**src/rtl/core/dcsr_pkg.sv**
```systemverilog
// ----------------------------------------------------------------------------
// Divisor count and sum ratio: shared package
// Widths, codes and the types passed between the front end, the queue and
// the sequencer of the divisor count and sum block.
// ----------------------------------------------------------------------------
`default_nettype none

package dcsr_pkg;

	localparam int NUM_W       = 17;
	localparam int D_W         = 10;
	localparam int DD_W        = 2 * D_W;
	localparam int EXP_W       = 5;
	localparam int TAU_W       = 8;
	localparam int SIG_W       = 24;
	localparam int GS_W        = NUM_W + 1;
	localparam int CNT_W       = 5;
	localparam int MAX_FACTORS = 8;
	localparam int MANT_BITS   = 53;
	localparam int QUO_W       = MANT_BITS;
	localparam int M_W         = MANT_BITS + 1;
	localparam int V_W         = M_W + 7;
	localparam int DVS_W       = D_W;
	localparam int REM_W       = DVS_W;
	localparam int STP_W       = 5;
	localparam int NB_W        = 6;
	localparam int SUM_OUT_W   = 20;
	localparam int RAT_W       = 23;
	localparam int FIFO_DEPTH  = 2;
	localparam int FIFO_AW     = 1;
	localparam int FIFO_CW     = 2;

	localparam logic [SIG_W-1:0] SIG_OUT_MAX = SIG_W'(20'hFFFFF);
	localparam logic [V_W-1:0]   RATIO_MAX   = V_W'(23'h7FFFFF);
	localparam logic [RAT_W-1:0] RATIO_ONE   = RAT_W'(100);

	localparam logic KIND_FACTOR  = 1'b0;
	localparam logic KIND_SUMMARY = 1'b1;

	typedef enum logic [1:0] {
		CLS_ZERO,
		CLS_ONE,
		CLS_GEN
	} cls_t;

	typedef struct packed {
		cls_t             cls;
		logic [NUM_W-1:0] num;
	} item_t;

	typedef enum logic [3:0] {
		ST_IDLE,
		ST_TEST,
		ST_DIV,
		ST_CHK,
		ST_FACT,
		ST_REMN,
		ST_RSTART,
		ST_RDIV,
		ST_RRND,
		ST_RMUL1,
		ST_RMUL2,
		ST_RFIN,
		ST_SUMM
	} state_t;

	typedef struct packed {
		logic             load;
		logic             step;
		logic [SIG_W-1:0] dvd;
		logic [DVS_W-1:0] dvs;
	} div_ctl_t;

	typedef struct packed {
		logic [REM_W-1:0] rem;
		logic [QUO_W-1:0] quo;
		logic             qbit;
	} div_sts_t;

endpackage

`default_nettype wire

```
**src/rtl/core/dcsr_div.sv**
```systemverilog
// ----------------------------------------------------------------------------
// Divisor count and sum ratio: serial divider
// Restoring divider that yields one quotient bit a cycle while stepped, shared
// by the trial divisions and the long division for the ratio.
// ----------------------------------------------------------------------------
`default_nettype none

module dcsr_div (
	input  wire logic               clk,
	input  wire dcsr_pkg::div_ctl_t ctl,
	output dcsr_pkg::div_sts_t      sts
);
	import dcsr_pkg::*;

	logic [SIG_W-1:0] dvd_q;
	logic [DVS_W-1:0] dvs_q;
	logic [REM_W-1:0] rem_q;
	logic [QUO_W-1:0] quo_q;
	logic [REM_W:0]   trial;
	logic [REM_W:0]   diff;
	logic             ge;

	assign trial = {rem_q, dvd_q[SIG_W-1]};
	assign ge    = trial >= {1'b0, dvs_q};
	assign diff  = trial - {1'b0, dvs_q};

	always_ff @(posedge clk) begin
		if (ctl.load) begin
			dvd_q <= ctl.dvd;
			dvs_q <= ctl.dvs;
			rem_q <= '0;
			quo_q <= '0;
		end else if (ctl.step) begin
			dvd_q <= {dvd_q[SIG_W-2:0], 1'b0};
			rem_q <= ge ? diff[REM_W-1:0] : trial[REM_W-1:0];
			quo_q <= {quo_q[QUO_W-2:0], ge};
		end
	end

	assign sts.rem  = rem_q;
	assign sts.quo  = quo_q;
	assign sts.qbit = ge;

endmodule

`default_nettype wire

```
**src/rtl/core/dcsr_front.sv**
```systemverilog
// ----------------------------------------------------------------------------
// Divisor count and sum ratio: front end
// Accepts input words, classifies them as zero, one or general and holds
// them in a register until the queue takes them.
// ----------------------------------------------------------------------------
`default_nettype none

module dcsr_front (
	input  wire logic                       clk,
	input  wire logic                       arst_n,
	input  wire logic                       in_valid,
	output logic                            in_ready,
	input  wire logic [dcsr_pkg::NUM_W-1:0] number,
	output logic                            push_valid,
	input  wire logic                       push_ready,
	output dcsr_pkg::item_t                 push_item
);
	import dcsr_pkg::*;

	logic  valid_q;
	item_t item_q;
	cls_t  cls;

	always_comb begin
		if (number == '0) begin
			cls = CLS_ZERO;
		end else if (number == NUM_W'(1)) begin
			cls = CLS_ONE;
		end else begin
			cls = CLS_GEN;
		end
	end

	assign in_ready = !valid_q || push_ready;

	always_ff @(posedge clk or negedge arst_n) begin
		if (!arst_n) begin
			valid_q <= 1'b0;
		end else if (in_ready) begin
			valid_q <= in_valid;
		end
	end

	always_ff @(posedge clk) begin
		if (in_ready && in_valid) begin
			item_q.cls <= cls;
			item_q.num <= number;
		end
	end

	assign push_valid = valid_q;
	assign push_item  = item_q;

endmodule

`default_nettype wire

```
**src/rtl/core/dcsr_fifo.sv**
```systemverilog
// ----------------------------------------------------------------------------
// Divisor count and sum ratio: item queue
// Two-entry queue between the front end and the sequencer.
// ----------------------------------------------------------------------------
`default_nettype none

module dcsr_fifo (
	input  wire logic            clk,
	input  wire logic            arst_n,
	input  wire logic            push_valid,
	output logic                 push_ready,
	input  wire dcsr_pkg::item_t push_item,
	output logic                 pop_valid,
	input  wire logic            pop,
	output dcsr_pkg::item_t      pop_item
);
	import dcsr_pkg::*;

	item_t              mem_q [FIFO_DEPTH];
	logic [FIFO_AW-1:0] wr_q;
	logic [FIFO_AW-1:0] rd_q;
	logic [FIFO_CW-1:0] cnt_q;
	logic               do_push;
	logic               do_pop;

	assign push_ready = cnt_q != FIFO_CW'(FIFO_DEPTH);
	assign pop_valid  = cnt_q != '0;
	assign do_push    = push_valid && push_ready;
	assign do_pop     = pop && pop_valid;
	assign pop_item   = mem_q[rd_q];

	always_ff @(posedge clk or negedge arst_n) begin
		if (!arst_n) begin
			wr_q  <= '0;
			rd_q  <= '0;
			cnt_q <= '0;
		end else begin
			if (do_push) begin
				wr_q <= wr_q + FIFO_AW'(1);
			end
			if (do_pop) begin
				rd_q <= rd_q + FIFO_AW'(1);
			end
			if (do_push && !do_pop) begin
				cnt_q <= cnt_q + FIFO_CW'(1);
			end else if (do_pop && !do_push) begin
				cnt_q <= cnt_q - FIFO_CW'(1);
			end
		end
	end

	always_ff @(posedge clk) begin
		if (do_push) begin
			mem_q[wr_q] <= push_item;
		end
	end

endmodule

`default_nettype wire

```
**src/rtl/core/dcsr_back.sv**
```systemverilog
// ----------------------------------------------------------------------------
// Divisor count and sum ratio: sequencer
// Factors each queued number above one by trial division, accumulates tau
// and sigma, forms the rounded ratio and drives the output register.
// ----------------------------------------------------------------------------
`default_nettype none

module dcsr_back (
	input  wire logic                            clk,
	input  wire logic                            arst_n,
	input  wire logic                            pop_valid,
	output logic                                 pop,
	input  wire dcsr_pkg::item_t                 pop_item,
	output logic                                 out_valid,
	input  wire logic                            out_ready,
	output logic                                 kind,
	output logic [dcsr_pkg::NUM_W-1:0]           prime,
	output logic [dcsr_pkg::EXP_W-1:0]           exponent,
	output logic [dcsr_pkg::TAU_W-1:0]           divisor_count,
	output logic [dcsr_pkg::SUM_OUT_W-1:0]       divisor_sum,
	output logic [dcsr_pkg::RAT_W-1:0]           ratio_times_100
);
	import dcsr_pkg::*;

	state_t state_q, state_d;

	logic [NUM_W-1:0] x_q;
	logic [D_W-1:0]   d_q;
	logic [EXP_W-1:0] e_q;
	logic [NUM_W-1:0] pw_q;
	logic [GS_W-1:0]  gs_q;
	logic [TAU_W-1:0] tau_q;
	logic [SIG_W-1:0] sig_q;
	logic [CNT_W-1:0] cnt_q;
	logic [STP_W-1:0] stp_q;
	logic [NB_W-1:0]  nb_q;
	logic [NB_W-1:0]  s_q;
	logic             ph_q;
	logic [M_W-1:0]   m_q;
	logic [V_W-1:0]   a_q;
	logic [V_W-1:0]   v_q;
	logic [RAT_W-1:0] rat_q;

	logic                 out_valid_q;
	logic                 out_kind_q;
	logic [NUM_W-1:0]     out_prime_q;
	logic [EXP_W-1:0]     out_exp_q;
	logic [TAU_W-1:0]     out_tau_q;
	logic [SUM_OUT_W-1:0] out_sig_q;
	logic [RAT_W-1:0]     out_rat_q;

	div_ctl_t div_ctl;
	div_sts_t div_sts;

	logic                     out_free;
	logic                     room;
	logic [DD_W-1:0]          dd;
	logic                     test_go;
	logic [D_W-1:0]           d_next;
	logic [NUM_W+D_W-1:0]     pw_prod;
	logic [NUM_W-1:0]         pw_next;
	logic [SIG_W+GS_W-1:0]    sig_gs;
	logic [TAU_W+EXP_W-1:0]   tau_e;
	logic [SIG_W+GS_W-1:0]    sig_x;
	logic                     rem_zero;
	logic                     x_gt1;
	logic                     rdiv_step;
	logic                     rnd_up;
	logic [V_W-1:0]           shifted;
	logic [V_W-1:0]           shifted_m1;
	logic [V_W-1:0]           low_mask;
	logic                     sticky;
	logic [V_W-1:0]           res;
	logic [SIG_W-1:0]         sig_sat;
	logic                     ld_fact;
	logic                     ld_remn;
	logic                     ld_summ;

	dcsr_div u_div (
		.clk (clk),
		.ctl (div_ctl),
		.sts (div_sts)
	);

	assign out_free  = !out_valid_q || out_ready;
	assign room      = cnt_q < CNT_W'(MAX_FACTORS);
	assign dd        = d_q * d_q;
	assign test_go   = (dd <= DD_W'(x_q)) || (d_q == D_W'(2) && !x_q[0]);
	assign d_next    = (d_q == D_W'(2)) ? D_W'(3) : d_q + D_W'(2);
	assign pw_prod   = pw_q * d_q;
	assign pw_next   = pw_prod[NUM_W-1:0];
	assign sig_gs    = sig_q * gs_q;
	assign tau_e     = tau_q * (e_q + EXP_W'(1));
	assign sig_x     = sig_q * (GS_W'(x_q) + GS_W'(1));
	assign rem_zero  = div_sts.rem == '0;
	assign x_gt1     = x_q > NUM_W'(1);
	assign rdiv_step = !(ph_q && nb_q == NB_W'(MANT_BITS));
	assign rnd_up    = ({1'b0, div_sts.rem, 1'b0} > (REM_W + 2)'(tau_q)) ||
		(({1'b0, div_sts.rem, 1'b0} == (REM_W + 2)'(tau_q)) && div_sts.quo[0]);

	assign shifted    = v_q >> s_q;
	assign shifted_m1 = v_q >> (s_q - NB_W'(1));
	assign low_mask   = (V_W'(1) << (s_q - NB_W'(1))) - V_W'(1);
	assign sticky     = |(v_q & low_mask);
	assign res        = shifted + V_W'(shifted_m1[0] && (sticky || shifted[0]));
	assign sig_sat    = (sig_q > SIG_OUT_MAX) ? SIG_OUT_MAX : sig_q;

	always_comb begin
		state_d = state_q;
		unique case (state_q)
			ST_IDLE: begin
				if (pop_valid) begin
					unique case (pop_item.cls)
						CLS_GEN: state_d = ST_TEST;
						default: state_d = ST_SUMM;
					endcase
				end
			end
			ST_TEST:   state_d = test_go ? ST_DIV : ST_REMN;
			ST_DIV:    state_d = (stp_q == '0) ? ST_CHK : ST_DIV;
			ST_CHK: begin
				if (rem_zero) begin
					state_d = ST_DIV;
				end else if (e_q != '0) begin
					state_d = ST_FACT;
				end else begin
					state_d = ST_TEST;
				end
			end
			ST_FACT:   state_d = (!room || out_free) ? ST_TEST : ST_FACT;
			ST_REMN:   state_d = (x_gt1 && room && !out_free) ? ST_REMN : ST_RSTART;
			ST_RSTART: state_d = ST_RDIV;
			ST_RDIV:   state_d = rdiv_step ? ST_RDIV : ST_RRND;
			ST_RRND:   state_d = ST_RMUL1;
			ST_RMUL1:  state_d = ST_RMUL2;
			ST_RMUL2:  state_d = ST_RFIN;
			ST_RFIN:   state_d = ST_SUMM;
			ST_SUMM:   state_d = out_free ? ST_IDLE : ST_SUMM;
			default:   state_d = ST_IDLE;
		endcase
	end

	always_comb begin
		pop          = 1'b0;
		div_ctl.load = 1'b0;
		div_ctl.step = 1'b0;
		div_ctl.dvd  = {x_q, (SIG_W - NUM_W)'(0)};
		div_ctl.dvs  = d_q;
		ld_fact      = 1'b0;
		ld_remn      = 1'b0;
		ld_summ      = 1'b0;
		unique case (state_q)
			ST_IDLE:   pop = pop_valid;
			ST_TEST:   div_ctl.load = test_go;
			ST_DIV:    div_ctl.step = 1'b1;
			ST_CHK: begin
				div_ctl.load = rem_zero;
				div_ctl.dvd  = {div_sts.quo[NUM_W-1:0], (SIG_W - NUM_W)'(0)};
			end
			ST_FACT:   ld_fact = room && out_free;
			ST_REMN:   ld_remn = x_gt1 && room && out_free;
			ST_RSTART: begin
				div_ctl.load = 1'b1;
				div_ctl.dvd  = sig_q;
				div_ctl.dvs  = DVS_W'(tau_q);
			end
			ST_RDIV:   div_ctl.step = rdiv_step;
			ST_SUMM:   ld_summ = out_free;
			default: begin
			end
		endcase
	end

	always_ff @(posedge clk or negedge arst_n) begin
		if (!arst_n) begin
			state_q     <= ST_IDLE;
			out_valid_q <= 1'b0;
		end else begin
			state_q <= state_d;
			if (ld_fact || ld_remn || ld_summ) begin
				out_valid_q <= 1'b1;
			end else if (out_ready) begin
				out_valid_q <= 1'b0;
			end
		end
	end

	always_ff @(posedge clk) begin
		case (state_q)
			ST_IDLE: begin
				if (pop_valid) begin
					x_q   <= pop_item.num;
					d_q   <= D_W'(2);
					e_q   <= '0;
					pw_q  <= NUM_W'(1);
					gs_q  <= GS_W'(1);
					cnt_q <= '0;
					tau_q <= TAU_W'(1);
					sig_q <= SIG_W'(1);
					rat_q <= RATIO_ONE;
					if (pop_item.cls == CLS_ZERO) begin
						tau_q <= '0;
						sig_q <= '0;
						rat_q <= '0;
					end
				end
			end
			ST_TEST: stp_q <= STP_W'(NUM_W - 1);
			ST_DIV:  stp_q <= stp_q - STP_W'(1);
			ST_CHK: begin
				stp_q <= STP_W'(NUM_W - 1);
				if (rem_zero) begin
					x_q  <= div_sts.quo[NUM_W-1:0];
					e_q  <= e_q + EXP_W'(1);
					pw_q <= pw_next;
					gs_q <= gs_q + GS_W'(pw_next);
				end else if (e_q == '0) begin
					d_q <= d_next;
				end
			end
			ST_FACT: begin
				if (!room || out_free) begin
					d_q  <= d_next;
					e_q  <= '0;
					pw_q <= NUM_W'(1);
					gs_q <= GS_W'(1);
				end
				if (ld_fact) begin
					tau_q <= tau_e[TAU_W-1:0];
					sig_q <= sig_gs[SIG_W-1:0];
					cnt_q <= cnt_q + CNT_W'(1);
				end
			end
			ST_REMN: begin
				if (ld_remn) begin
					tau_q <= {tau_q[TAU_W-2:0], 1'b0};
					sig_q <= sig_x[SIG_W-1:0];
					cnt_q <= cnt_q + CNT_W'(1);
				end
			end
			ST_RSTART: begin
				stp_q <= STP_W'(SIG_W - 1);
				nb_q  <= '0;
				s_q   <= '0;
				ph_q  <= 1'b0;
			end
			ST_RDIV: begin
				if (rdiv_step) begin
					if (!ph_q) begin
						stp_q <= stp_q - STP_W'(1);
						if (stp_q == '0) begin
							ph_q <= 1'b1;
						end
						if (nb_q != '0 || div_sts.qbit) begin
							nb_q <= nb_q + NB_W'(1);
						end
					end else begin
						nb_q <= nb_q + NB_W'(1);
						s_q  <= s_q + NB_W'(1);
					end
				end
			end
			ST_RRND:  m_q <= M_W'(div_sts.quo) + M_W'(rnd_up);
			ST_RMUL1: a_q <= (V_W'(m_q) << 6) + (V_W'(m_q) << 5);
			ST_RMUL2: v_q <= a_q + (V_W'(m_q) << 2);
			ST_RFIN:  rat_q <= (res > RATIO_MAX) ? RAT_W'(RATIO_MAX) : res[RAT_W-1:0];
			default: begin
			end
		endcase
	end

	always_ff @(posedge clk) begin
		if (ld_fact || ld_remn) begin
			out_kind_q  <= KIND_FACTOR;
			out_prime_q <= ld_fact ? NUM_W'(d_q) : x_q;
			out_exp_q   <= ld_fact ? e_q : EXP_W'(1);
			out_tau_q   <= '0;
			out_sig_q   <= '0;
			out_rat_q   <= '0;
		end else if (ld_summ) begin
			out_kind_q  <= KIND_SUMMARY;
			out_prime_q <= '0;
			out_exp_q   <= '0;
			out_tau_q   <= tau_q;
			out_sig_q   <= sig_sat[SUM_OUT_W-1:0];
			out_rat_q   <= rat_q;
		end
	end

	assign out_valid       = out_valid_q;
	assign kind            = out_kind_q;
	assign prime           = out_prime_q;
	assign exponent        = out_exp_q;
	assign divisor_count   = out_tau_q;
	assign divisor_sum     = out_sig_q;
	assign ratio_times_100 = out_rat_q;

	a_test_cofactor: assert property (@(posedge clk) disable iff (!arst_n)
		state_q == ST_TEST |-> x_q != '0)
		else $error("Trial division entered with a zero cofactor.");

	a_exp_count: assert property (@(posedge clk) disable iff (!arst_n)
		(state_q == ST_CHK && rem_zero) |=> e_q == $past(e_q) + EXP_W'(1))
		else $error("Exponent did not advance on an exact division.");

	a_fact_exp: assert property (@(posedge clk) disable iff (!arst_n)
		state_q == ST_FACT |-> e_q != '0)
		else $error("Factor word with a zero exponent.");

	a_mant_bound: assert property (@(posedge clk) disable iff (!arst_n)
		state_q == ST_RDIV |-> nb_q <= NB_W'(MANT_BITS))
		else $error("Ratio mantissa grew beyond its width.");

endmodule

`default_nettype wire

```
**src/rtl/core/divisor_count_sum_ratio.sv**
```systemverilog
// ----------------------------------------------------------------------------
// Divisor count and sum ratio
// Factors each input number by trial division, emits one word per distinct
// prime and a closing summary word with tau, sigma and sigma/tau times 100.
//
//   Channel  Handshake             Payload
//   in       in_valid / in_ready   number
//   out      out_valid / out_ready kind, prime, exponent, divisor_count,
//                                  divisor_sum, ratio_times_100, last
//
// Each trial divisor runs through the serial divider: 2 and then the odd
// divisors up to the square root of the remaining cofactor. The ratio takes
// a further long division in the same divider. The front register and a
// two-entry queue take new numbers while one is being factored. Reset clears
// the state machine, the valid flags and the queue pointers; output stalls
// hold the sequencer at the next word to be written.
// ----------------------------------------------------------------------------
`default_nettype none

module divisor_count_sum_ratio (
	input  wire logic                            clk,
	input  wire logic                            arst_n,
	input  wire logic                            in_valid,
	output logic                                 in_ready,
	input  wire logic [dcsr_pkg::NUM_W-1:0]      number,
	output logic                                 out_valid,
	input  wire logic                            out_ready,
	output logic                                 kind,
	output logic [dcsr_pkg::NUM_W-1:0]           prime,
	output logic [dcsr_pkg::EXP_W-1:0]           exponent,
	output logic [dcsr_pkg::TAU_W-1:0]           divisor_count,
	output logic [dcsr_pkg::SUM_OUT_W-1:0]       divisor_sum,
	output logic [dcsr_pkg::RAT_W-1:0]           ratio_times_100,
	output logic                                 last
);
	import dcsr_pkg::*;

	logic  push_valid;
	logic  push_ready;
	item_t push_item;
	logic  pop_valid;
	logic  pop;
	item_t pop_item;

	dcsr_front u_front (
		.clk        (clk),
		.arst_n     (arst_n),
		.in_valid   (in_valid),
		.in_ready   (in_ready),
		.number     (number),
		.push_valid (push_valid),
		.push_ready (push_ready),
		.push_item  (push_item)
	);

	dcsr_fifo u_fifo (
		.clk        (clk),
		.arst_n     (arst_n),
		.push_valid (push_valid),
		.push_ready (push_ready),
		.push_item  (push_item),
		.pop_valid  (pop_valid),
		.pop        (pop),
		.pop_item   (pop_item)
	);

	dcsr_back u_back (
		.clk             (clk),
		.arst_n          (arst_n),
		.pop_valid       (pop_valid),
		.pop             (pop),
		.pop_item        (pop_item),
		.out_valid       (out_valid),
		.out_ready       (out_ready),
		.kind            (kind),
		.prime           (prime),
		.exponent        (exponent),
		.divisor_count   (divisor_count),
		.divisor_sum     (divisor_sum),
		.ratio_times_100 (ratio_times_100)
	);

	assign last = kind == KIND_SUMMARY;

endmodule

`default_nettype wire
```
**config.mk**
```make
export PLATFORM = sky130hd
export DESIGN_NAME = divisor_count_sum_ratio
export DESIGN_NICKNAME = d
export VERILOG_FILES = /design/src/rtl/core/dcsr_pkg.sv /design/src/rtl/core/dcsr_div.sv /design/src/rtl/core/dcsr_front.sv /design/src/rtl/core/dcsr_fifo.sv /design/src/rtl/core/dcsr_back.sv /design/src/rtl/core/divisor_count_sum_ratio.sv
export SDC_FILE = /design/constraint.sdc
export NUM_CORES = 2
export LEC_CHECK = 0
export CAP_MARGIN = 10
export CORE_MARGIN = 2
export CORE_UTILIZATION = 65
export DETAILED_ROUTE_END_ITERATION = 7
export DONT_BUFFER_PORTS = 1
export PLACE_DENSITY = 0.81
export SETUP_SLACK_MARGIN = 0.5
export SYNTH_ARGS = -nofsm -noshare
export SYNTH_HDL_FRONTEND = slang
export SYNTH_SLANG_ARGS = --single-unit
export TNS_END_PERCENT = 20
```
**constraint.sdc**
```tcl
create_clock -name clk -period 13.55 [get_ports clk]
set_clock_uncertainty 0.1 [all_clocks]
set_input_delay 2.0325 -clock clk [delete_from_list [all_inputs] [get_ports clk]]
set_output_delay 2.0325 -clock clk [all_outputs]
set_load 0.02 [all_outputs]
```
Yosys cells after proc, flatten, opt, wreduce, memory -nomap -nowiden --
Memory sizes are Yosys's and may differ from the RTL's. Index checks and enable logic that the tools add are counted.
Storage, ports and cells: output and inout port bits 77, bits in registers 521, input bits 21, memories 1, bits in writable memories 38, word-level logic and storage cells 249
Operators by class: add/sub/neg operators 20, reductions and logical operators 60, order comparisons 7, bitwise logic cells 1, equal/unequal tests 29, shifts and indexed selects 3, multipliers 5, muxes and demuxes 88
Memory list:
- u_fifo.mem_q | words 2, width 19, rd ports 1, clocked after Yosys merged registers in 0, write ports 1, RTL line dcsr_fifo.sv:19 | item_t mem_q [FIFO_DEPTH];
Operators with widths (count):
- 2-to-1 mux 17 bit | 8
- 2-to-1 mux 24 bit | 5
- one-hot mux 24 bit (3 select lines) | 1
- adder 60 x 59 -> 61 bit | 1
- adder 61 x 1 -> 61 bit | 1
- adder 61 x 56 -> 61 bit | 1
- AND 61 bit | 1
- > comparator 61 x 23 -> 1 bit (second input constant) | 1
- OR reduction 61 bit | 1
- left shift 1 x 6 -> 61 bit (first input constant) | 1
- right shift 61 x 6 -> 1 bit | 1
- right shift 61 x 6 -> 61 bit | 1
- subtractor 61 x 2 -> 61 bit (second input constant) | 1
- 2-to-1 mux 10 bit | 6
- adder 53 x 1 -> 54 bit | 1
- 2-to-1 mux 18 bit | 3
- one-hot mux 18 bit (3 select lines) | 1
- one-hot mux 4 bit (13 select lines) | 1
- one-hot mux 17 bit (3 select lines) | 1
- 2-to-1 mux 5 bit | 10
- multiplier 24 x 18 -> 24 bit | 2
- one-hot mux 24 bit (2 select lines) | 1
- 2-to-1 mux 23 bit | 2
- one-hot mux 23 bit (2 select lines) | 1
- other kinds (67) | 160

Longest topological paths before layout --
depth after elaboration 11, mapped depth 35, gate-level depth less buffers 31

Cells and area by module --
A second synthesis with hierarchy kept.
Second synthesis, totals: cell total of the unflattened synthesis 6581, area total of the unflattened synthesis 61436.4 um^2
By module, submodules not included:
- dcsr_back | seq. area each 11255.8 um^2, cells each 6094, area each 54810.1 um^2, instances 1
- dcsr_div | seq. area each 2282.2 um^2, cells each 379, area each 4370.4 um^2, instances 1
- dcsr_fifo | seq. area each 1241.2 um^2, cells each 77, area each 1589.0 um^2, instances 1
- dcsr_front | seq. area each 595.6 um^2, cells each 30, area each 659.4 um^2, instances 1
- divisor_count_sum_ratio | seq. area each 0.0 um^2, cells each 1, area each 7.5 um^2, instances 1

Least setup slack after synthesis --
OpenSTA, ideal clock, no wires.
path kind register -> register, start point register u_back.d_q[3], end point register u_back.u_div.dvd_q[0], enable pin, data arrival time 7.763 ns, setup time 0.384 ns, path buffers 4, cell stages (with the launch flop) 31, slack 5.303 ns, clock period less this slack 8.247 ns, path through edfxtp_1 clkbuf_1 clkbuf_1 and2_1 fa_1 fa_1 inv_1 fa_1 inv_1 fa_1 inv_1 fa_1 inv_1 ha_1 o41ai_1 o211ai_1 o41ai_1 nor2b_1 o21a_1 nor2_1 xnor2_1 ha_1 nand2_1 nor2_1 a221oi_1 a21oi_1 o41ai_1 a21o_1 clkbuf_1 clkbuf_1 nand2b_1
On the way: longest elaborated chain between the ends 5, elaborated cells between the ends (all ways) 7, those cells by class 1 x mul; 1 x order compare; 1 x eq/ne; 1 x mux; 3 x reduce/logical
Ends and longest elaborated chain:
- start, declared | RTL line dcsr_back.sv:28 | logic [D_W-1:0] d_q;
- start signal, assigned | RTL line dcsr_back.sv:218 | d_q <= d_next;
- start signal, assigned | RTL line dcsr_back.sv:223 | d_q <= d_next;
- multiplier 10 x 10 -> 20 bit or == test 10 x 2 -> 1 bit (tied branches) | RTL line dcsr_back.sv:87, dcsr_back.sv:88
- less-or-equal comparator 20 x 17 -> 1 bit or logical AND 1 bit (tied branches) | RTL line dcsr_back.sv:88 | assign test_go = (dd <= DD_W'(x_q)) || (d_q == D_W'(2) && !x_q[0]);
- logical OR 1 bit (*) | RTL line dcsr_back.sv:88
- one-hot mux 1 bit (3 select lines) (*) | RTL line dcsr_back.sv:152 | unique case (state_q)
- nonzero test 2 bit (no line) (*)
- end signal, assigned | RTL line dcsr_div.sv:29 | dvd_q <= ctl.dvd;
- end signal, assigned | RTL line dcsr_div.sv:34 | dvd_q <= {dvd_q[SIG_W-2:0], 1'b0};
- end, declared | RTL line dcsr_div.sv:15 | logic [SIG_W-1:0] dvd_q;
Mark *: on every way between the ends. The rest lies on a longest branch, timed or not. A chain may end at the register's enable or synchronous reset.

Final worst setup path --
start point register u_back.d_q[7], end point register u_back.u_div.dvd_q[12] (data pin)
On the way: longest elaborated chain between the ends 5, elaborated cells between the ends (all ways) 7, those cells by class 1 x mul; 1 x order compare; 1 x eq/ne; 2 x mux; 2 x reduce/logical
Ends and longest elaborated chain:
- multiplier 10 x 10 -> 20 bit or == test 10 x 2 -> 1 bit (tied branches) | RTL line dcsr_back.sv:87, dcsr_back.sv:88
- less-or-equal comparator 20 x 17 -> 1 bit or logical AND 1 bit (tied branches) | RTL line dcsr_back.sv:88
- logical OR 1 bit (*) | RTL line dcsr_back.sv:88
- one-hot mux 1 bit (3 select lines) (*) | RTL line dcsr_back.sv:152
- 2-to-1 mux 24 bit (*) | RTL line dcsr_div.sv:28 | if (ctl.load) begin
Marks and branches as above.

==> impl_results.md <==
* Shortest period the worst path allows at 9249 ps
* Met2 usage in global routing at 0.5318
* DP HPWL at 123500 µm
* Worst-Skew Late Latency at 700 ps
* Congestion Overflow GR at 0
* Avg Synthesized Cell Area at 9.249 µm²
* Routability-driven placement congestion ratio at 1.017
* Post-Syn Instances at 6551
* Post-CTS setup buffers at 0
* Clock transition time at the flip-flop clock pins of the worst setup and hold paths at 70 ps
* Floorplan die width at 309.3 µm
* Number of buffer cells added on primary ports at 0
* Fin Setup TNS at 0 ps
* Worst setup path category: register to register
* Commonest cells after routing, fill and taps aside: 916 x sky130_fd_sc_hd__nand2_1, 794 x sky130_fd_sc_hd__inv_1, 552 x sky130_fd_sc_hd__fa_1, 427 x sky130_fd_sc_hd__edfxtp_1, 386 x sky130_fd_sc_hd__ha_1
* Post-cts resize count at 0
* Global Route met1 Usage at 0.4888
* CP startpoint kind: register
* Initial cell density of the core at 0.6581
* Required time worst endpoint at 13830 ps
* Headroom to the max-slew limit at 0.1455
* TritonCTS clock tree: done
* First drt pass iteration count at 8
* Yosys warning count at 0
* DRC at 0
* Peak Freq at 0.1081 GHz
* Number of storage elements in the synthesis netlist at 552
* Final period util at 0.6826
* Average vias per placed instance at 6.349
* Number of maximum-capacitance constraint violations at 0
* Synthesized net count at 7510
* Setup repair after global routing missed its margin: no
* Total routing usage reported by global routing at 0.3494
* Share of final-layout standard cells stronger than drive strength 1 at 0.06444
* EDFF count, synth at 427
* Family of cells with the greatest summed delay on the critical path: adder cells
* Die Ht at 309.3 µm
* Count of endpoints failing setup in the final report at 0
* Hold-fix buffers, CTS at 0
* Root buffer cell: sky130_fd_sc_hd__clkbuf_16
* Number of nets in the layout at 7334
* Leading register cell type out of synthesis: sky130_fd_sc_hd__edfxtp_1
* Final slew viol count at 0
* Cell at the slowest stage of the critical path: sky130_fd_sc_hd__edfxtp_1
* Number of buffers added by the clock tree synthesis step at 59
* Number of global-route vias before repair at 48031
* Level count of the clock H-tree at 2
* Result of the run: finished clean
* Antenna cells at 0
* Ports placed on the boundary at 98
* Fill cell count at 6944
* Aggregate routed wire length at 165700 µm
* Global-route wire length before repair at 262800 µm
* Maximum number of pins on one net before global-route repair at 142
* Peak fanout along the critical path at 97
* Sequential element share of the synthesized area at 0.2537
* Global routing's busiest layer: met2
* Maximum buffer depth of the clock tree at 3
* Area growth from synthesis to final layout at 4.784%
* Final-report hold violation count at 0
* Drt first-iter violations at 5302
* Core box area at 92080 µm²
* Most frequent standard cell in the layout excluding fill and tap cells: sky130_fd_sc_hd__nand2_1
* Antenna violations before repair at 2
* Antenna-violating nets left at 0
* Area enclosed by the die boundary at 95680 µm²
* Number of placement rows at 111
* Area of the mapped netlist at 60590 µm²
* Number of sinks driven by the clock tree at 552
* Class of the tightest hold or removal check: register to register
* Buf/Inv on CP at 7
* CP Capture Type: register
* Total vias in the final route at 48683
* Wirelength per Cell at 21.61 µm
* Slowest Stage Delay on Critical Path at 830 ps
* Data arrival, critical path at 9530 ps
* FFs w/ async S/R, synth at 0.01812
* GR Layer Usage met3 at 0.08095
* Least-Margin Pin Slew at 1277 ps
* Count of cell types in the netlist at 119
layer usage:
| layer | vias up | share of wire | wire, µm |
|---|---|---|---|
| met4 | 4 | 0.041 | 6860 |
| met1 | 23819 | 0.40 | 66980 |
| met5 | - | 0.00016 | 27 |
| met3 | 473 | 0.12 | 19290 |
| met2 | 2607 | 0.44 | 72570 |
| li1 | 21780 | - | - |
logic make-up (layout without fill, tap and decap cells):
| group | after synthesis | after routing | share of synthesized area |
|---|---|---|---|
| AO/OA/AOI/OAI | 1076 | 1076 | 0.1186 |
| XOR/XNOR | 396 | 396 | 0.05724 |
| adder cells (fa/ha/maj) | 938 | 938 | 0.2621 |
| buffers and inverters | 1126 | 1000 | 0.07394 |
| flip-flops | 552 | 552 | 0.2537 |
| multiplexers | 228 | 228 | 0.05687 |
| AND/OR/NAND/NOR | 2235 | 2235 | 0.1775 |
cell usage after synthesis (21+ instances only):
cell type                  number  share of area
sky130_fd_sc_hd__and3_1        48         0.0050
sky130_fd_sc_hd__o21ai_0      188          0.016
sky130_fd_sc_hd__mux2i_1       99          0.016
sky130_fd_sc_hd__nand3_1      118         0.0097
sky130_fd_sc_hd__o21a_1        30         0.0037
sky130_fd_sc_hd__or2_2         23         0.0024
sky130_fd_sc_hd__nor4_1        29         0.0030
sky130_fd_sc_hd__a22oi_1       22         0.0027
sky130_fd_sc_hd__xnor2_1      284          0.041
sky130_fd_sc_hd__ha_1         386          0.080
sky130_fd_sc_hd__inv_1        794          0.049
sky130_fd_sc_hd__mux2_2        41         0.0076
sky130_fd_sc_hd__fa_1         552           0.18
sky130_fd_sc_hd__o21bai_1      30         0.0037
sky130_fd_sc_hd__a41oi_1       21         0.0030
sky130_fd_sc_hd__edfxtp_1     427           0.21
sky130_fd_sc_hd__mux4_2        73          0.027
sky130_fd_sc_hd__a21o_1        92          0.011
sky130_fd_sc_hd__nor3_1       133          0.011
sky130_fd_sc_hd__xor2_1       112          0.016
sky130_fd_sc_hd__buf_1         34         0.0021
sky130_fd_sc_hd__and2_1       274          0.028
sky130_fd_sc_hd__nand4_1       38         0.0039
sky130_fd_sc_hd__a22o_1        25         0.0036
sky130_fd_sc_hd__o22ai_1       51         0.0053
sky130_fd_sc_hd__nor2b_1       80         0.0083
sky130_fd_sc_hd__a21boi_0      21         0.0026
sky130_fd_sc_hd__dfxtp_1      115          0.038
sky130_fd_sc_hd__nor2_1       372          0.023
sky130_fd_sc_hd__a211oi_1      38         0.0047
sky130_fd_sc_hd__nand2_1      917          0.057
sky130_fd_sc_hd__a21oi_2       22         0.0032
sky130_fd_sc_hd__buf_2         29         0.0024
sky130_fd_sc_hd__clkbuf_1     241          0.015
sky130_fd_sc_hd__a21oi_1      295          0.024
sky130_fd_sc_hd__nand2b_1     101          0.010
registers in the layout, summed over array words and instances (netlist names), 8 cells and up:
signal	cells
u_back.u_div.quo_q	53
u_back.sig_q	24
u_back.x_q	17
u_back.prime	17
u_back.tau_q	8
u_back.m_q	54
u_front.push_item	19
u_back.d_q	10
u_back.divisor_sum	20
u_back.pw_q	17
u_back.u_div.dvs_q	10
u_back.rat_q	23
u_back.u_div.dvd_q	24
u_fifo.mem_q	38
u_back.u_div.rem_q	10
u_back.v_q	59
u_back.a_q	56
u_back.ratio_times_100	23
u_back.divisor_count	8
u_back.gs_q	18
path summary, 6_finish.rpt:
check	from	to	slack, ps	cells after the start
min reg2reg	u_front.push_item[7]$_DFFE_PP_	u_fifo.mem_q[0][7]$_DFFE_PP_	340	0
min	u_front.push_item[7]$_DFFE_PP_	u_fifo.mem_q[0][7]$_DFFE_PP_	340	0
max in group asynchronous	arst_n	u_back.state_q[1]$_DFFE_PN0N_	12340	0
min in group asynchronous	arst_n	u_fifo.cnt_q[0]$_DFFE_PN0P_	930	0
max reg2reg	u_back.d_q[7]$_SDFFCE_PP0P_	u_back.u_div.dvd_q[12]$_DFFE_PP_	4300	29
max	u_back.d_q[7]$_SDFFCE_PP0P_	u_back.u_div.dvd_q[12]$_DFFE_PP_	4300	29
cell type report:
type | count | area (µm²) | share of cell area
clock buffers | 81 | 1643 | 0.02587
clock inverters | 30 | 410.4 | 0.006464
inverters | 798 | 2995 | 0.04718
multi-input cells | 4873 | 40820 | 0.6429
flip-flops and latches | 552 | 15370 | 0.2422
well taps | 1243 | 1555 | 0.02450
repair buffers | 91 | 695.7 | 0.01096
stage by stage:
step	std cells	setup WS, ps	hold WS [ps]	cell area, µm²	util
final	7668	4301	343.0	63490	0.6895
after global routing	7668	3418	354.4	63490	0.6895
after CTS	7666	4314	347.8	63480	0.6894
after detailed placement	7555	4404	333.7	61420	0.6671
after global placement	7555	4564	324.0	61420	0.6671
after floorplan	6551	5303	321.5	60590	-
Power is not shown: default switching activity piles up to over one toggle a cycle in this logic, so the estimate is an artifact.
